`config.mk`:
```
export PLATFORM = sky130hd
export DESIGN_NAME = priority_job_queue_core
export DESIGN_NICKNAME = d
export VERILOG_FILES = /design/src/hw/rtl/pjq_pkg.sv /design/src/hw/rtl/priority_job_queue_core.sv /design/src/hw/rtl/pjq_ram.sv
export SDC_FILE = /design/constraint.sdc
export NUM_CORES = 1
export LEC_CHECK = 0
export BUFFER_PORTS_ARGS = -buffer_cell sky130_fd_sc_hd__buf_2
export CAP_MARGIN = 20
export CORE_UTILIZATION = 45
export DETAILED_ROUTE_END_ITERATION = 10
export GPL_ROUTABILITY_DRIVEN = 0
export REMOVE_ABC_BUFFERS = 1
export SYNTH_ARGS = -nofsm -noshare
export SYNTH_HDL_FRONTEND = slang
export SYNTH_HIERARCHICAL = 1
export SYNTH_SLANG_ARGS = --single-unit
export TNS_END_PERCENT = 20
```
`constraint.sdc`:
```
create_clock -name clk -period 6 [get_ports clk]
set_input_delay 0.3 -clock clk [delete_from_list [all_inputs] [get_ports clk]]
set_output_delay 0.3 -clock clk [all_outputs]
set_load 0.005 [all_outputs]
```
`src/hw/rtl/pjq_pkg.sv`:
```
// Shared types and codes for the priority job queue.
`default_nettype none

package pjq_pkg;

    // Default sizes of the queue.
    localparam int QUEUE_DEPTH_DEF  = 16;
    localparam int PAYLOAD_BITS_DEF = 32;

    // Action codes carried on the request channel.
    localparam logic [1:0] ACT_ENQUEUE = 2'd0;
    localparam logic [1:0] ACT_DEQUEUE = 2'd1;
    localparam logic [1:0] ACT_PEEK    = 2'd2;

    // Status codes carried on the response channel.
    localparam logic [1:0] ST_OK     = 2'd0;
    localparam logic [1:0] ST_FULL   = 2'd1;
    localparam logic [1:0] ST_EMPTY  = 2'd2;
    localparam logic [1:0] ST_BADPRI = 2'd3;

    // One request beat.
    typedef struct packed {
        logic [1:0]  action;
        logic [7:0]  job_priority;
        logic [31:0] job_payload;
    } req_beat_t;

    // One response beat.
    typedef struct packed {
        logic [1:0]  status;
        logic [7:0]  result_priority;
        logic [31:0] result_payload;
        logic [4:0]  entry_count;
        logic        is_full;
        logic        is_empty;
    } rsp_beat_t;

endpackage

`default_nettype wire

```
`src/hw/rtl/priority_job_queue_core.sv`:
```
// Priority job queue: slot RAM, scan and shift sequencer, response register.
// Enqueue, rejected requests and unused actions go straight from accept to the done state.
// Dequeue and peek scan one slot per cycle through the RAM read port; dequeue then
// shifts every entry behind the winner one slot down.
// One request is in work at a time; the next can be accepted in the cycle after a response
// loads, even while that response waits.
// Reset empties the queue at once through the fill count; the RAM is not cleared.
`default_nettype none

module priority_job_queue_core #(
    parameter int QUEUE_DEPTH  = pjq_pkg::QUEUE_DEPTH_DEF,
    parameter int PAYLOAD_BITS = pjq_pkg::PAYLOAD_BITS_DEF
) (
    input  wire logic              clk,
    input  wire logic              rst_n,
    input  wire logic              req_valid,
    output logic                   req_stall,
    input  wire pjq_pkg::req_beat_t req,
    output logic                   rsp_valid,
    input  wire logic              rsp_stall,
    output pjq_pkg::rsp_beat_t     rsp
);

    import pjq_pkg::*;

    localparam int STORE_BITS = (PAYLOAD_BITS < 32) ? PAYLOAD_BITS : 32;
    localparam int WORD_W     = 8 + STORE_BITS;
    localparam int IDX_W      = $clog2(QUEUE_DEPTH);
    localparam int CNT_W      = $clog2(QUEUE_DEPTH + 1);

    localparam logic [1:0] S_IDLE  = 2'd0;
    localparam logic [1:0] S_SCAN  = 2'd1;
    localparam logic [1:0] S_SHIFT = 2'd2;
    localparam logic [1:0] S_DONE  = 2'd3;

    logic [1:0]            state_reg, state_next;
    logic [CNT_W-1:0]      count_reg, count_next;
    logic [IDX_W-1:0]      idx_reg, idx_next;
    logic [IDX_W-1:0]      best_idx_reg, best_idx_next;
    logic                  is_deq_reg, is_deq_next;
    logic [1:0]            res_status_reg, res_status_next;
    logic [7:0]            res_pri_reg, res_pri_next;
    logic [STORE_BITS-1:0] res_pay_reg, res_pay_next;
    logic                  rsp_valid_reg, rsp_valid_next;
    rsp_beat_t             rsp_reg, rsp_next;

    logic                  wr_en;
    logic [IDX_W-1:0]      wr_addr;
    logic [WORD_W-1:0]     wr_data;
    logic                  rd_en;
    logic [IDX_W-1:0]      rd_addr;
    logic [WORD_W-1:0]     rd_data;

    logic [7:0]            rd_pri;
    logic [STORE_BITS-1:0] rd_pay;
    logic                  take;
    logic [IDX_W-1:0]      cur_idx;
    logic [7:0]            cur_pri;
    logic [STORE_BITS-1:0] cur_pay;
    logic                  accept;
    logic                  load_rsp;

    pjq_ram #(
        .WIDTH (WORD_W),
        .DEPTH (QUEUE_DEPTH)
    ) u_slots (
        .clk     (clk),
        .wr_en   (wr_en),
        .wr_addr (wr_addr),
        .wr_data (wr_data),
        .rd_en   (rd_en),
        .rd_addr (rd_addr),
        .rd_data (rd_data)
    );

    assign rd_pri    = rd_data[WORD_W-1 -: 8];
    assign rd_pay    = rd_data[STORE_BITS-1:0];
    assign req_stall = (state_reg != S_IDLE);
    assign accept    = req_valid && !req_stall;
    assign load_rsp  = (state_reg == S_DONE) && (!rsp_valid_reg || !rsp_stall);

    // Running minimum: the first slot always wins, later slots only on a strictly smaller number.
    assign take    = (idx_reg == '0) || (rd_pri < res_pri_reg);
    assign cur_idx = take ? idx_reg : best_idx_reg;
    assign cur_pri = take ? rd_pri : res_pri_reg;
    assign cur_pay = take ? rd_pay : res_pay_reg;

    // Sequencer: enqueue write, minimum scan, shift down, then response handoff.
    always_comb
    begin
        state_next      = state_reg;
        count_next      = count_reg;
        idx_next        = idx_reg;
        best_idx_next   = best_idx_reg;
        is_deq_next     = is_deq_reg;
        res_status_next = res_status_reg;
        res_pri_next    = res_pri_reg;
        res_pay_next    = res_pay_reg;
        wr_en           = 1'b0;
        wr_addr         = idx_reg;
        wr_data         = rd_data;
        rd_en           = 1'b0;
        rd_addr         = '0;

        case (state_reg)
            S_IDLE:
            begin
                if (accept)
                begin
                    is_deq_next     = (req.action == ACT_DEQUEUE);
                    res_status_next = ST_OK;
                    res_pri_next    = '0;
                    res_pay_next    = '0;
                    idx_next        = '0;
                    state_next      = S_DONE;
                    case (req.action)
                        ACT_ENQUEUE:
                        begin
                            if (count_reg == CNT_W'(QUEUE_DEPTH))
                            begin
                                res_status_next = ST_FULL;
                            end
                            else if (req.job_priority == 8'd0)
                            begin
                                res_status_next = ST_BADPRI;
                            end
                            else
                            begin
                                wr_en      = 1'b1;
                                wr_addr    = IDX_W'(count_reg);
                                wr_data    = {req.job_priority,
                                              req.job_payload[STORE_BITS-1:0]};
                                count_next = count_reg + CNT_W'(1);
                            end
                        end
                        ACT_DEQUEUE, ACT_PEEK:
                        begin
                            if (count_reg == '0)
                            begin
                                res_status_next = ST_EMPTY;
                            end
                            else
                            begin
                                rd_en      = 1'b1;
                                rd_addr    = '0;
                                state_next = S_SCAN;
                            end
                        end
                        default:
                        begin
                            res_status_next = ST_OK;
                        end
                    endcase
                end
            end

            S_SCAN:
            begin
                best_idx_next = cur_idx;
                res_pri_next  = cur_pri;
                res_pay_next  = cur_pay;
                if ((CNT_W'(idx_reg) + CNT_W'(1)) != count_reg)
                begin
                    rd_en    = 1'b1;
                    rd_addr  = idx_reg + IDX_W'(1);
                    idx_next = idx_reg + IDX_W'(1);
                end
                else if (is_deq_reg && ((CNT_W'(cur_idx) + CNT_W'(1)) != count_reg))
                begin
                    // Winner is not the last entry: start moving later entries down.
                    rd_en      = 1'b1;
                    rd_addr    = cur_idx + IDX_W'(1);
                    idx_next   = cur_idx;
                    state_next = S_SHIFT;
                end
                else
                begin
                    if (is_deq_reg)
                    begin
                        count_next = count_reg - CNT_W'(1);
                    end
                    state_next = S_DONE;
                end
            end

            S_SHIFT:
            begin
                // Entry idx+1 has arrived; write it one slot lower.
                wr_en   = 1'b1;
                wr_addr = idx_reg;
                wr_data = rd_data;
                if ((CNT_W'(idx_reg) + CNT_W'(2)) == count_reg)
                begin
                    count_next = count_reg - CNT_W'(1);
                    state_next = S_DONE;
                end
                else
                begin
                    rd_en    = 1'b1;
                    rd_addr  = idx_reg + IDX_W'(1) + IDX_W'(1);
                    idx_next = idx_reg + IDX_W'(1);
                end
            end

            S_DONE:
            begin
                if (load_rsp)
                begin
                    state_next = S_IDLE;
                end
            end

            default:
            begin
                state_next = S_IDLE;
            end
        endcase
    end

    // Response register: loads a finished result when free or being drained.
    always_comb
    begin
        rsp_valid_next = rsp_valid_reg;
        rsp_next       = rsp_reg;
        if (load_rsp)
        begin
            rsp_valid_next           = 1'b1;
            rsp_next.status          = res_status_reg;
            rsp_next.result_priority = res_pri_reg;
            rsp_next.result_payload  = 32'(res_pay_reg);
            rsp_next.entry_count     = 5'(count_reg);
            rsp_next.is_full         = (count_reg == CNT_W'(QUEUE_DEPTH));
            rsp_next.is_empty        = (count_reg == '0);
        end
        else if (!rsp_stall)
        begin
            rsp_valid_next = 1'b0;
        end
    end

    // Control state.
    always_ff @(posedge clk or negedge rst_n)
    begin
        if (!rst_n)
        begin
            state_reg     <= S_IDLE;
            count_reg     <= '0;
            rsp_valid_reg <= 1'b0;
        end
        else
        begin
            state_reg     <= state_next;
            count_reg     <= count_next;
            rsp_valid_reg <= rsp_valid_next;
        end
    end

    // Working and payload registers.
    always_ff @(posedge clk)
    begin
        idx_reg        <= idx_next;
        best_idx_reg   <= best_idx_next;
        is_deq_reg     <= is_deq_next;
        res_status_reg <= res_status_next;
        res_pri_reg    <= res_pri_next;
        res_pay_reg    <= res_pay_next;
        rsp_reg        <= rsp_next;
    end

    assign rsp_valid = rsp_valid_reg;
    assign rsp       = rsp_reg;

endmodule

`default_nettype wire

```
`src/hw/rtl/pjq_ram.sv`:
```
// Generic simple dual-port RAM with one write port and a registered read port.
`default_nettype none

module pjq_ram #(
    parameter int WIDTH = 8,
    parameter int DEPTH = 16
) (
    input  wire logic                     clk,
    input  wire logic                     wr_en,
    input  wire logic [$clog2(DEPTH)-1:0] wr_addr,
    input  wire logic [WIDTH-1:0]         wr_data,
    input  wire logic                     rd_en,
    input  wire logic [$clog2(DEPTH)-1:0] rd_addr,
    output logic      [WIDTH-1:0]         rd_data
);

    logic [WIDTH-1:0] mem [DEPTH];

    // Write port.
    always_ff @(posedge clk)
    begin
        if (wr_en)
        begin
            mem[wr_addr] <= wr_data;
        end
    end

    // Registered read port.
    always_ff @(posedge clk)
    begin
        if (rd_en)
        begin
            rd_data <= mem[rd_addr];
        end
    end

endmodule

`default_nettype wire

```
; ---- After elaboration in Yosys (flattened, before gate mapping)
; Memories as Yosys holds them, arrays and structs flattened. A register that Yosys moved wholly into a read port is not among the register bits.
; Cells that the tools add are included.
[op_classes]
n_addsub = 8
order_cmp = 1
eq_ne = 22
muxes = 63
n_reduce_logical = 22
[op_table]
columns = op, n
row1 = $mux 40, 5
row2 = $mux 32, 2
row3 = $pmux 32 s2, 1
row4 = $mux 4, 13
row5 = $mux 5, 8
row6 = $ne 2x2->1 const B, 10
row7 = $mux 2, 9
row8 = $mux 8, 2
row9 = $pmux 8 s2, 1
row10 = $mux 1, 15
row11 = $pmux 5 s3, 1
row12 = $add 4x1->4 const B, 3
row13 = $pmux 4 s3, 1
row14 = $add 4x1->5 const B, 2
row15 = $ne 5x5->1, 2
row16 = $reduce_and 9->1, 1
row17 = $logic_not 8->1, 1
row18 = $lt 8x8->1, 1
row19 = $pmux 2 s4, 1
row20 = $pmux 4 s2, 1
row21 = $reduce_and 4->1, 2
row22 = $eq 2x2->1 const B, 3
row23 = $add 4x2->5 const B, 1
row24 = $add 5x1->5 const B, 1
row25 = 20 further kinds, 29
[totals]
register_bits = 108
ramBits = 640
input_bits = 46
output_inout_bits = 51
elab_cells = 132
mem_count = 1
[mem_list]
columns = name, depth, width, read_ports, rd_clocked_by_memory_dff, wr, line
row1 = u_slots.mem, 16, 40, 1, 1, 1, pjq_ram.sv:17  ; logic [WIDTH-1:0] mem [DEPTH];

; ---- Depth between registers and ports, before layout
; Gate-level depths: netlist (run 1).
[depth]
ltp_word = 9
depth_mapped = 23

; ---- Modules after synthesis
; Netlist (run 1), hierarchy kept.
[modules_own_cells]
columns = mod, n_inst, cells_per_inst, area_per_inst_um2
row1 = pjq_ram, 1, 1040, 25532.0
row2 = priority_job_queue_core, 1, 440, 5614.1

; ---- Worst setup path before layout (run 1)
; No wires, ideal clock.
[synth_path]
path_type = register -> register
start = register count_reg[1]
end = memory u_slots/mem[0][0] (netlist name) (enable)
setup_time_ps = 487
t_arrival_ps = 5345
required_time_ps = 5513
setup_slack_ps = 168
path_stages_with_launch = 11
path_buffers = 3
cell_sequence = dfrtp_1 -> buf_2 -> nor4_1 -> nand2_1 -> and3_1 -> buf_2 -> nand2_4 -> buf_2 -> mux2_2 -> or3b_2 -> nor3_1
[synth_between]
elab_cells_between_ends = 12
classes_between = 1 x eq/ne / 11 x mux
[synth_lines]
columns = item, line
row1 = from (decl), priority_job_queue_core.sv:37  ; logic [CNT_W-1:0] count_reg, count_next;
row2 = from (signal assigned), priority_job_queue_core.sv:253  ; count_reg <= count_next;
row3 = $eq 5x5->1, priority_job_queue_core.sv:119  ; if (count_reg == CNT_W'(QUEUE_DEPTH))
row4 = $mux 4, priority_job_queue_core.sv:119
row5 = $mux 4, priority_job_queue_core.sv:116  ; case (req.action)
row6 = $mux 4, priority_job_queue_core.sv:108  ; if (accept)
row7 = $mux 4, priority_job_queue_core.sv:105  ; case (state_reg)
row8 = net wr_addr[2], priority_job_queue_core.sv:48  ; logic [IDX_W-1:0] wr_addr;
row9 = to (decl), pjq_ram.sv:17
; The timed path passes the listed nets, and every way through them passes these cells.

; ---- Worst setup path in the final report (run 1)
[layout_path]
start = register u_slots.rd_data[39] (read register of u_slots.mem)
end = register u_slots.rd_data[13] (read register of u_slots.mem), data pin
[layout_between]
elab_chain_len = 9
elab_cells_between_ends = 13
classes_between = 2 x add/sub / 1 x order compare / 1 x eq/ne / 7 x mux / 2 x reduce/logical
[layout_rtl]
columns = item, line
row1 = from (decl), pjq_ram.sv:14  ; output logic [WIDTH-1:0] rd_data
row2 = $lt 8x8->1, priority_job_queue_core.sv:83  ; assign take = (idx_reg == '0) || (rd_pri < res_pri_reg);
row3 = $logic_or 1x1->1, priority_job_queue_core.sv:83
row4 = $mux 4, priority_job_queue_core.sv:84  ; assign cur_idx = take ? idx_reg : best_idx_reg;
row5 = net cur_idx[1], priority_job_queue_core.sv:57  ; logic [IDX_W-1:0] cur_idx;
row6 = $add 4x1->5, priority_job_queue_core.sv:168  ; else if (is_deq_reg && ((CNT_W'(cur_idx) + CNT_W'(1)) != count_reg))
row7 = $ne 5x5->1, priority_job_queue_core.sv:168
row8 = $logic_and 1x1->1, priority_job_queue_core.sv:168
row9 = $mux 4, priority_job_queue_core.sv:168
row10 = $mux 4, priority_job_queue_core.sv:162  ; if ((CNT_W'(idx_reg) + CNT_W'(1)) != count_reg)
row11 = $pmux 4 s2, priority_job_queue_core.sv:105
row12 = net rd_addr[0], priority_job_queue_core.sv:51  ; logic [IDX_W-1:0] rd_addr;
; The timed path passes the listed nets, and every way through them passes these cells.
; A chain may end at the register's enable or synchronous reset.

==> results of run 1 <==
## cell families after synthesis
kind of cell	share of synthesized area
AOI/OAI and AO/OA	0.0375
xor gates and xnor gates	0.00506
adders and majority gates	0.00948
buffers and inverters	0.0184
DFF	0.758
muxes	0.138
and+or+nand+nor	0.0327
## worst min path at each step
stage / end
finish: is_deq_reg$_DFFE_PP_
global route: is_deq_reg$_DFFE_PP_
CTS: is_deq_reg$_DFFE_PP_
detailed placement: count_reg[4]$_DFFE_PN0P_
global placement: rsp_valid$_DFFE_PN0P_
floorplan: count_reg[0]$_DFFE_PN0P_
## per-layer routing
| layer | GRT usage | part of all wire | up-vias |
|---|---|---|---|
| li1 | - | - | 6478 |
| met1 | 0.278 | 0.43 | 7966 |
| met2 | 0.326 | 0.49 | 481 |
| met3 | 0.0328 | 0.064 | 66 |
| met4 | 0.0462 | 0.013 | 0 |
| met5 | 0 | 0 | - |
## stage by stage
| step | util | hold WS, ns | TNS (ns) | power, mW | setup slack (ns) |
|---|---|---|---|---|---|
| after CTS | 0.516 | 0.0106 | 0 | 19.7 | 0.518 |
| after detailed placement | 0.481 | 0.161 | 0 | 15.0 | 0.517 |
| after floorplan | - | 0.00441 | -686.42 | 13.0 | -17.26 |
| final | 0.516 | 0.0401 | 0 | 19.5 | 0.529 |
| after global placement | 0.481 | 0.153 | 0 | 14.8 | 0.641 |
| after global routing | 0.516 | 0.0388 | 0 | 20.4 | 0.122 |
## synthesized netlist by cell type, types with 12 or more instances
library cell / n
and2_1: 42
ha_1: 22
inv_1: 21
mux2_2: 38
clkbuf_1: 37
a21oi_1: 15
edfxtp_1: 780
nand2_1: 67
a22o_1: 12
mux4_2: 100
buf_2: 24
nor2_1: 24
a22oi_1: 83
mux4_1: 60
## critical path, delay by kind of cell, from the launching register on
kind,cells,cell delay (ns)
xor+xnor,1,0.17
fa+ha+maj,2,0.69
mux,1,0.58
flops,1,0.40
buf+inv,2,0.57
compound gates,5,1.42
simple gates,7,1.35
## where the power goes
group,switching [mW],internal (mW)
Combinational,3.86,2.52
Clock,1.99,2.65
Sequential,0.392,8.03
## area by class of cell
type                            count  area, um2
Multi-Input combinational cell    597       7140
Clock buffer                      104       2160
Inverter                           21       78.8
Timing Repair Buffer              144        996
Clock inverter                     36        254
Fill cell                        5405      33200
Sequential cell                   788      23600
Tap cell                          931       1160
==> summary.md, run 1 <==
| Metric | Value |
|---|---|
| Syn Inst Count | `1480` |
| Class of the worst hold path | `in -> reg` |
| Count of flip-flops with a built-in enable after synthesis | `780` |
| Boundary pin count | `97` |
| Relative area change from synthesis to final layout | `13.7%` |
| Antenna diode instance count | `0` |
| Resized cells post-CTS | `0` |
| Number of setup violations in the final report | `0` |
| Number of flip-flops under the largest register name | `640` |
| HPWL reported at the end of detailed placement | `35000 um` |
| Unrepaired setup endpoints after global routing | `no` |
| Arrival time of the worst setup path | `5.83 ns` |
| Most frequent cells in the layout | `edfxtp_1, mux4_2, buf_2` |
| Sequential fraction of the synthesis area | `0.758` |
| Reg2Reg Depth | `18` |
| Max incr delay on CP | `0.58 ns` |
| Crit path to | `u_slots/rd_data[13]$_DFFE_PP_` |
| Final Net Count | `1702` |
| Total congestion overflow after global routing | `0` |
| Share of cells above drive strength 1 | `0.248` |
| Slew HR | `0.399` |
| Worst Setup Path Type | `reg -> reg` |
| Clock network latency to the later pin of the worst-skew pair | `0.62 ns` |
| Average detailed-routed wire length per instance | `26.1 um` |
| Maximum Capacitance Violations | `0` |
| Most frequent standard cell in the layout excluding fill and tap cells | `edfxtp_1` |
| Number of buffers added for setup after CTS | `0` |
| Count of port buffers added during placement | `96` |
| Clk sink count | `788` |
| Placed inst area | `33000 um2` |
| First-pass GRT wire length | `101000 um` |
| Largest fanout on the critical path | `32` |
| Power density over the cells | `549 nW/um2` |
| H-tree depth | `3` |
| Post-detailed-route via-to-cell ratio | `5.72` |
| Worst reg2reg endpoint | `u_slots/rd_data[13]$_DFFE_PP_` |
| Number of antenna violations at the first check in global routing | `1` |
| Die outline area | `70300 um2` |
| Initial core utilization | `0.454` |
| Crit path launch type | `flop` |
| Clock transition at the register clock pins on the worst setup and hold paths after CTS | `0.06 ns` |
| Clk Tree Root Cell | `clkbuf_16` |
| Pleak | `11.5 nW` |
| Count of yosys warnings during synthesis | `6` |
| Combined area of all synthesized cells | `31100 um2` |
| Highest achievable clock rate | `183 MHz` |
| Peak supply drop | `0.506 mV` |
| Failing checks | `DRC` |
| Reg-to-reg setup timing slack | `0.53 ns` |
| Hold Path Cell Cnt | `2` |
| Drt first-iter violations | `1289` |
| Mean area per synthesized cell | `21.0 um2` |
| Cell type contributing the most total cell area after synthesis | `edfxtp_1` |
| TritonCTS clock tree | `yes` |
| Crit path time final | `5.47 ns` |
| Maximum buffer depth of the clock tree | `3` |
| Origin of the worst min-delay path | `req[40]` |
| Antenna-violating nets left | `0` |
| Top cells by area, synth | `edfxtp_1, mux4_2, mux4_1, a22oi_1, mux2_2` |
| Count of cell types in the netlist | `61` |
| Core region area | `68600 um2` |
| Worst flop-to-flop path startpoint | `u_slots/rd_data[39]$_DFFE_PP_` |
| Cells traversed along the worst timing path | `ha_1 > nand4_1 > o31a_2 > nor2_1 > o21ai_0 > ha_1 > xnor2_1 > and3b_1 > o21ai_0 > nand3_1 > nand3_1 > nand4_1 > o21ai_4 > buf_12 > buf_12 > mux4_1 > a22oi_1 > nand2_1` |
| Kind of end point of the critical path | `flop` |
| Number of non-filler instances in the completed layout | `2621` |
| Number of placed instances, taps included | `2479` |
| First element of the critical path | `u_slots/rd_data[39]$_DFFE_PP_` |
| DRC viols | `2` |
| First drt pass iteration count | `8` |
| Fin crit share | `0.912` |
| Setup clock skew after layout | `0.0246 ns` |
| Height of the die | `265 um` |
| WL final | `68400 um` |
| Largest net degree at the start of global routing | `56` |
| Actual slew at the worst max-slew pin | `0.902 ns` |
| Placement Rows | `96` |
| Chip Width | `265 um` |
| Non-Filler Cell Area, Final | `35400 um2` |
| Fraction of registers with async set or reset after synthesis | `0.0102` |
| Total of flip-flops plus latches after synthesis | `788` |
| Fraction of synthesized cell area taken by the top area cell type | `0.752` |
| Main flop type after synthesis | `edfxtp_1` |
| Final number of hold-violating endpoints | `0` |
| Run status | `complete, but fails checks` |
| Req. time, crit path | `6.36 ns` |
| Slowest cell on crit path | `mux4_1` |
| Cts hold-fix bufs | `2` |
| Via total after detailed routing | `14991` |
| Count of pins over their slew limit | `0` |
| Overall global routing resource usage | `0.198` |
| Total CTS buffers | `81` |
| Vias in the first global route | `15562` |
Note: power is estimated with default switching activity, not from simulation.
==> run 2, diff against run 1 <==
- GPL_ROUTABILITY_DRIVEN: 0 -> unset
- REMOVE_ABC_BUFFERS: 1 -> unset
==> summary.md, run 2 (same netlist as run 1, synthesis figures left out) <==
| Metric | Value |
|---|---|
| Most frequent cells in the layout | `edfxtp_1, mux4_2, buf_2 (unchanged)` |
| Highest achievable clock rate | `177 MHz (was 183 MHz)` |
| Run status | `completed (was complete, but fails checks)` |
| Clk sink count | `788 (unchanged)` |
| Pleak | `11.5 nW (about the same)` |
| Number of setup violations in the final report | `0 (unchanged)` |
| Maximum buffer depth of the clock tree | `3 (unchanged)` |
| Crit path time final | `5.64 ns (was 5.47 ns)` |
| Placed inst area | `33000 um2 (about the same)` |
| Clk Tree Root Cell | `clkbuf_16 (unchanged)` |
| Net Count, Synth | `1549` |
| Actual slew at the worst max-slew pin | `0.894 ns (was 0.902 ns)` |
| Final number of hold-violating endpoints | `0 (unchanged)` |
| Final weighted congestion in routability-driven placement | `0.795` |
| Die outline area | `70300 um2 (unchanged)` |
| Req. time, crit path | `6.46 ns (was 6.36 ns)` |
| Count of pins over their slew limit | `0 (unchanged)` |
| Peak supply drop | `0.476 mV (was 0.506 mV)` |
| H-tree depth | `3 (unchanged)` |
| Total net switching power | `6.34 mW (was 6.24 mW)` |
| Cell internal pwr | `13.1 mW (was 13.2 mW)` |
| Average detailed-routed wire length per instance | `26.1 um (about the same)` |
| Count of port buffers added during placement | `96 (unchanged)` |
| Proportion of power drawn by flip-flops and latches | `0.433 (about the same)` |
| Max incr delay on CP | `0.78 ns (was 0.58 ns)` |
| Fin crit share | `0.939 (was 0.912)` |
| First-pass GRT wire length | `101000 um (about the same)` |
| Maximum Capacitance Violations | `0 (unchanged)` |
| Non-Filler Cell Area, Final | `35500 um2 (was 35400 um2)` |
| TritonCTS clock tree | `yes (unchanged)` |
| Vias in the first global route | `15303 (was 15562)` |
| Via total after detailed routing | `14954 (was 14991)` |
| Slowest cell on crit path | `o31ai_1 (was mux4_1)` |
| Share of cells above drive strength 1 | `0.251 (was 0.248)` |
| Combinational share of power | `0.329 (was 0.328)` |
| Clock group share of total power | `0.238 (was 0.239)` |
| Cells traversed along the worst timing path | `ha_1 > nand4_1 > o31ai_1 > a21oi_1 > a21oi_1 > inv_1 > ha_1 > xnor2_1 > and3b_1 > o21ai_0 > nand3_1 > nand3_1 > nand4_1 > o22ai_1 > nor2b_4 > buf_12 > a22oi_1 > nand2_1 (was ha_1 > nand4_1 > o31a_2 > nor2_1 > o21ai_0 > ha_1 > xnor2_1 > and3b_1 > o21ai_0 > nand3_1 > nand3_1 > nand4_1 > o21ai_4 > buf_12 > buf_12 > mux4_1 > a22oi_1 > nand2_1)` |
| Total CTS buffers | `81 (unchanged)` |
| Unrepaired setup endpoints after global routing | `no (unchanged)` |
| First drt pass iteration count | `5 (was 8)` |
| Setup slack after layout | `0.364 ns (was 0.529 ns)` |
| Relative area change from synthesis to final layout | `13.9% (was 13.7%)` |
| Class of the worst hold path | `in -> async (was in -> reg)` |
| Number of flip-flops under the largest register name | `640 (unchanged)` |
| Largest net degree at the start of global routing | `61 (was 56)` |
| Boundary pin count | `97 (unchanged)` |
| Slew HR | `0.404 (was 0.399)` |
| Overall global routing resource usage | `0.198 (about the same)` |
| Crit path launch type | `flop (unchanged)` |
| Height of the die | `265 um (unchanged)` |
| Drt first-iter violations | `1513 (was 1289)` |
| Power density over the cells | `549 nW/um2 (about the same)` |
| Final Net Count | `1703 (was 1702)` |
| Post-detailed-route via-to-cell ratio | `5.68 (was 5.72)` |
| DRC viols | `0 (was 2)` |
| WL final | `68600 um (was 68400 um)` |
| Setup slack at placement | `0.466 ns (was 0.517 ns)` |
| Clock transition at the register clock pins on the worst setup and hold paths after CTS | `0.07 ns (was 0.06 ns)` |
| Number of antenna violations at the first check in global routing | `0 (was 1)` |
| Sw Ratio | `0.326 (was 0.321)` |
| Arrival time of the worst setup path | `6.09 ns (was 5.83 ns)` |
| Clock network latency to the later pin of the worst-skew pair | `0.63 ns (was 0.62 ns)` |
| Antenna-violating nets left | `0 (unchanged)` |
| Number of buffers added for setup after CTS | `0 (unchanged)` |
| Setup clock skew after layout | `0.0248 ns (was 0.0246 ns)` |
| Placement Rows | `96 (unchanged)` |
| Most frequent standard cell in the layout excluding fill and tap cells | `edfxtp_1 (unchanged)` |
| Chip Width | `265 um (unchanged)` |
| Total negative slack for setup checks | `0 ns (unchanged)` |
| Kind of end point of the critical path | `flop (unchanged)` |
| Total congestion overflow after global routing | `0 (unchanged)` |
| Initial core utilization | `0.454 (unchanged)` |
| Core region area | `68600 um2 (unchanged)` |
| HPWL reported at the end of detailed placement | `35200 um (was 35000 um)` |
| Worst Setup Path Type | `reg -> reg (unchanged)` |
| Largest fanout on the critical path | `16 (was 32)` |
## run 2: cell count changes in the layout (fill, tap and decap cells not counted), sizes merged
cell         delta
dlygate4sd3     +1
bufinv          -2
clkinvlp        -2
diode           +1
clkinv         +13
clkbuf          -2
inv             +2
## run 2: final cells by class
| cell class | instances | area [um2] |
|---|---|---|
| Antenna cell | 1 | 2.50 |
| Timing Repair Buffer | 145 | 1030 |
| Inverter | 21 | 78.8 |
| Clock inverter | 47 | 303 |
| Multi-Input combinational cell | 597 | 7140 |
| Sequential cell | 788 | 23600 |
| Fill cell | 5417 | 33100 |
| Clock buffer | 102 | 2130 |
| Tap cell | 931 | 1160 |
## run 2: worst paths after layout
path / start / endpoint / slack (ns) / cells past startpoint
min reg2reg: res_pay_reg[27]$_SDFFCE_PN0P_ / rsp[34]$_DFFE_PP_ / 0.41 / 0
max: u_slots/rd_data[39]$_DFFE_PP_ / u_slots/rd_data[38]$_DFFE_PP_ / 0.36 / 18
max in group asynchronous: rst_n / count_reg[2]$_DFFE_PN0P_ / 5.76 / 2
min: rst_n / count_reg[4]$_DFFE_PN0P_ / 0.05 / 2
max reg2reg: u_slots/rd_data[39]$_DFFE_PP_ / u_slots/rd_data[38]$_DFFE_PP_ / 0.36 / 18
min in group clk: req_valid / state_reg[1]$_DFFE_PN0P_ / 0.07 / 4
## run 2: routing by layer
layer | global-route usage | vias up | wire, um
met3 | 0.0346 | 94 | 4490
li1 | - | 6485 | -
met2 | 0.316 | 542 | 33100
met5 | 0 | - | 0
met1 | 0.283 | 7833 | 29900
met4 | 0.0528 | 0 | 1110
## run 2: what timing repair did
action                    CTS  global route
hold buffers                3             0
hold endpoints to repair   10             0
gates resized for setup     0             0
## run 2: worst max-delay path, delay by kind of cell, from the launching register on
family,cells,cell delay (ns)
flops,1,0.40
compound gates,6,1.89
simple gates,7,1.92
fa+ha+maj,2,0.67
xor+xnor,1,0.16
buf+inv,2,0.40
## run 2: through the flow
step	hold WS, ns	util	std cells	total power, mW
after global placement	0.158	0.481	2479	14.8
after global routing	0.0575	0.517	2631	20.4
after detailed placement	0.159	0.481	2479	15.0
final	0.0509	0.517	2632	19.5
after CTS	0.0119	0.517	2631	19.7
after floorplan	0.00441	-	1480	12.9
## run 2: power groups by stage
stage	Sequential, mW	Combinational [mW]	Clock, mW
finish	8.43	6.40	4.63
global route	8.52	6.96	4.94
CTS	8.45	6.48	4.74
detailed placement	8.55	6.47	0
global placement	8.52	6.29	0
floorplan	8.40	4.51	0
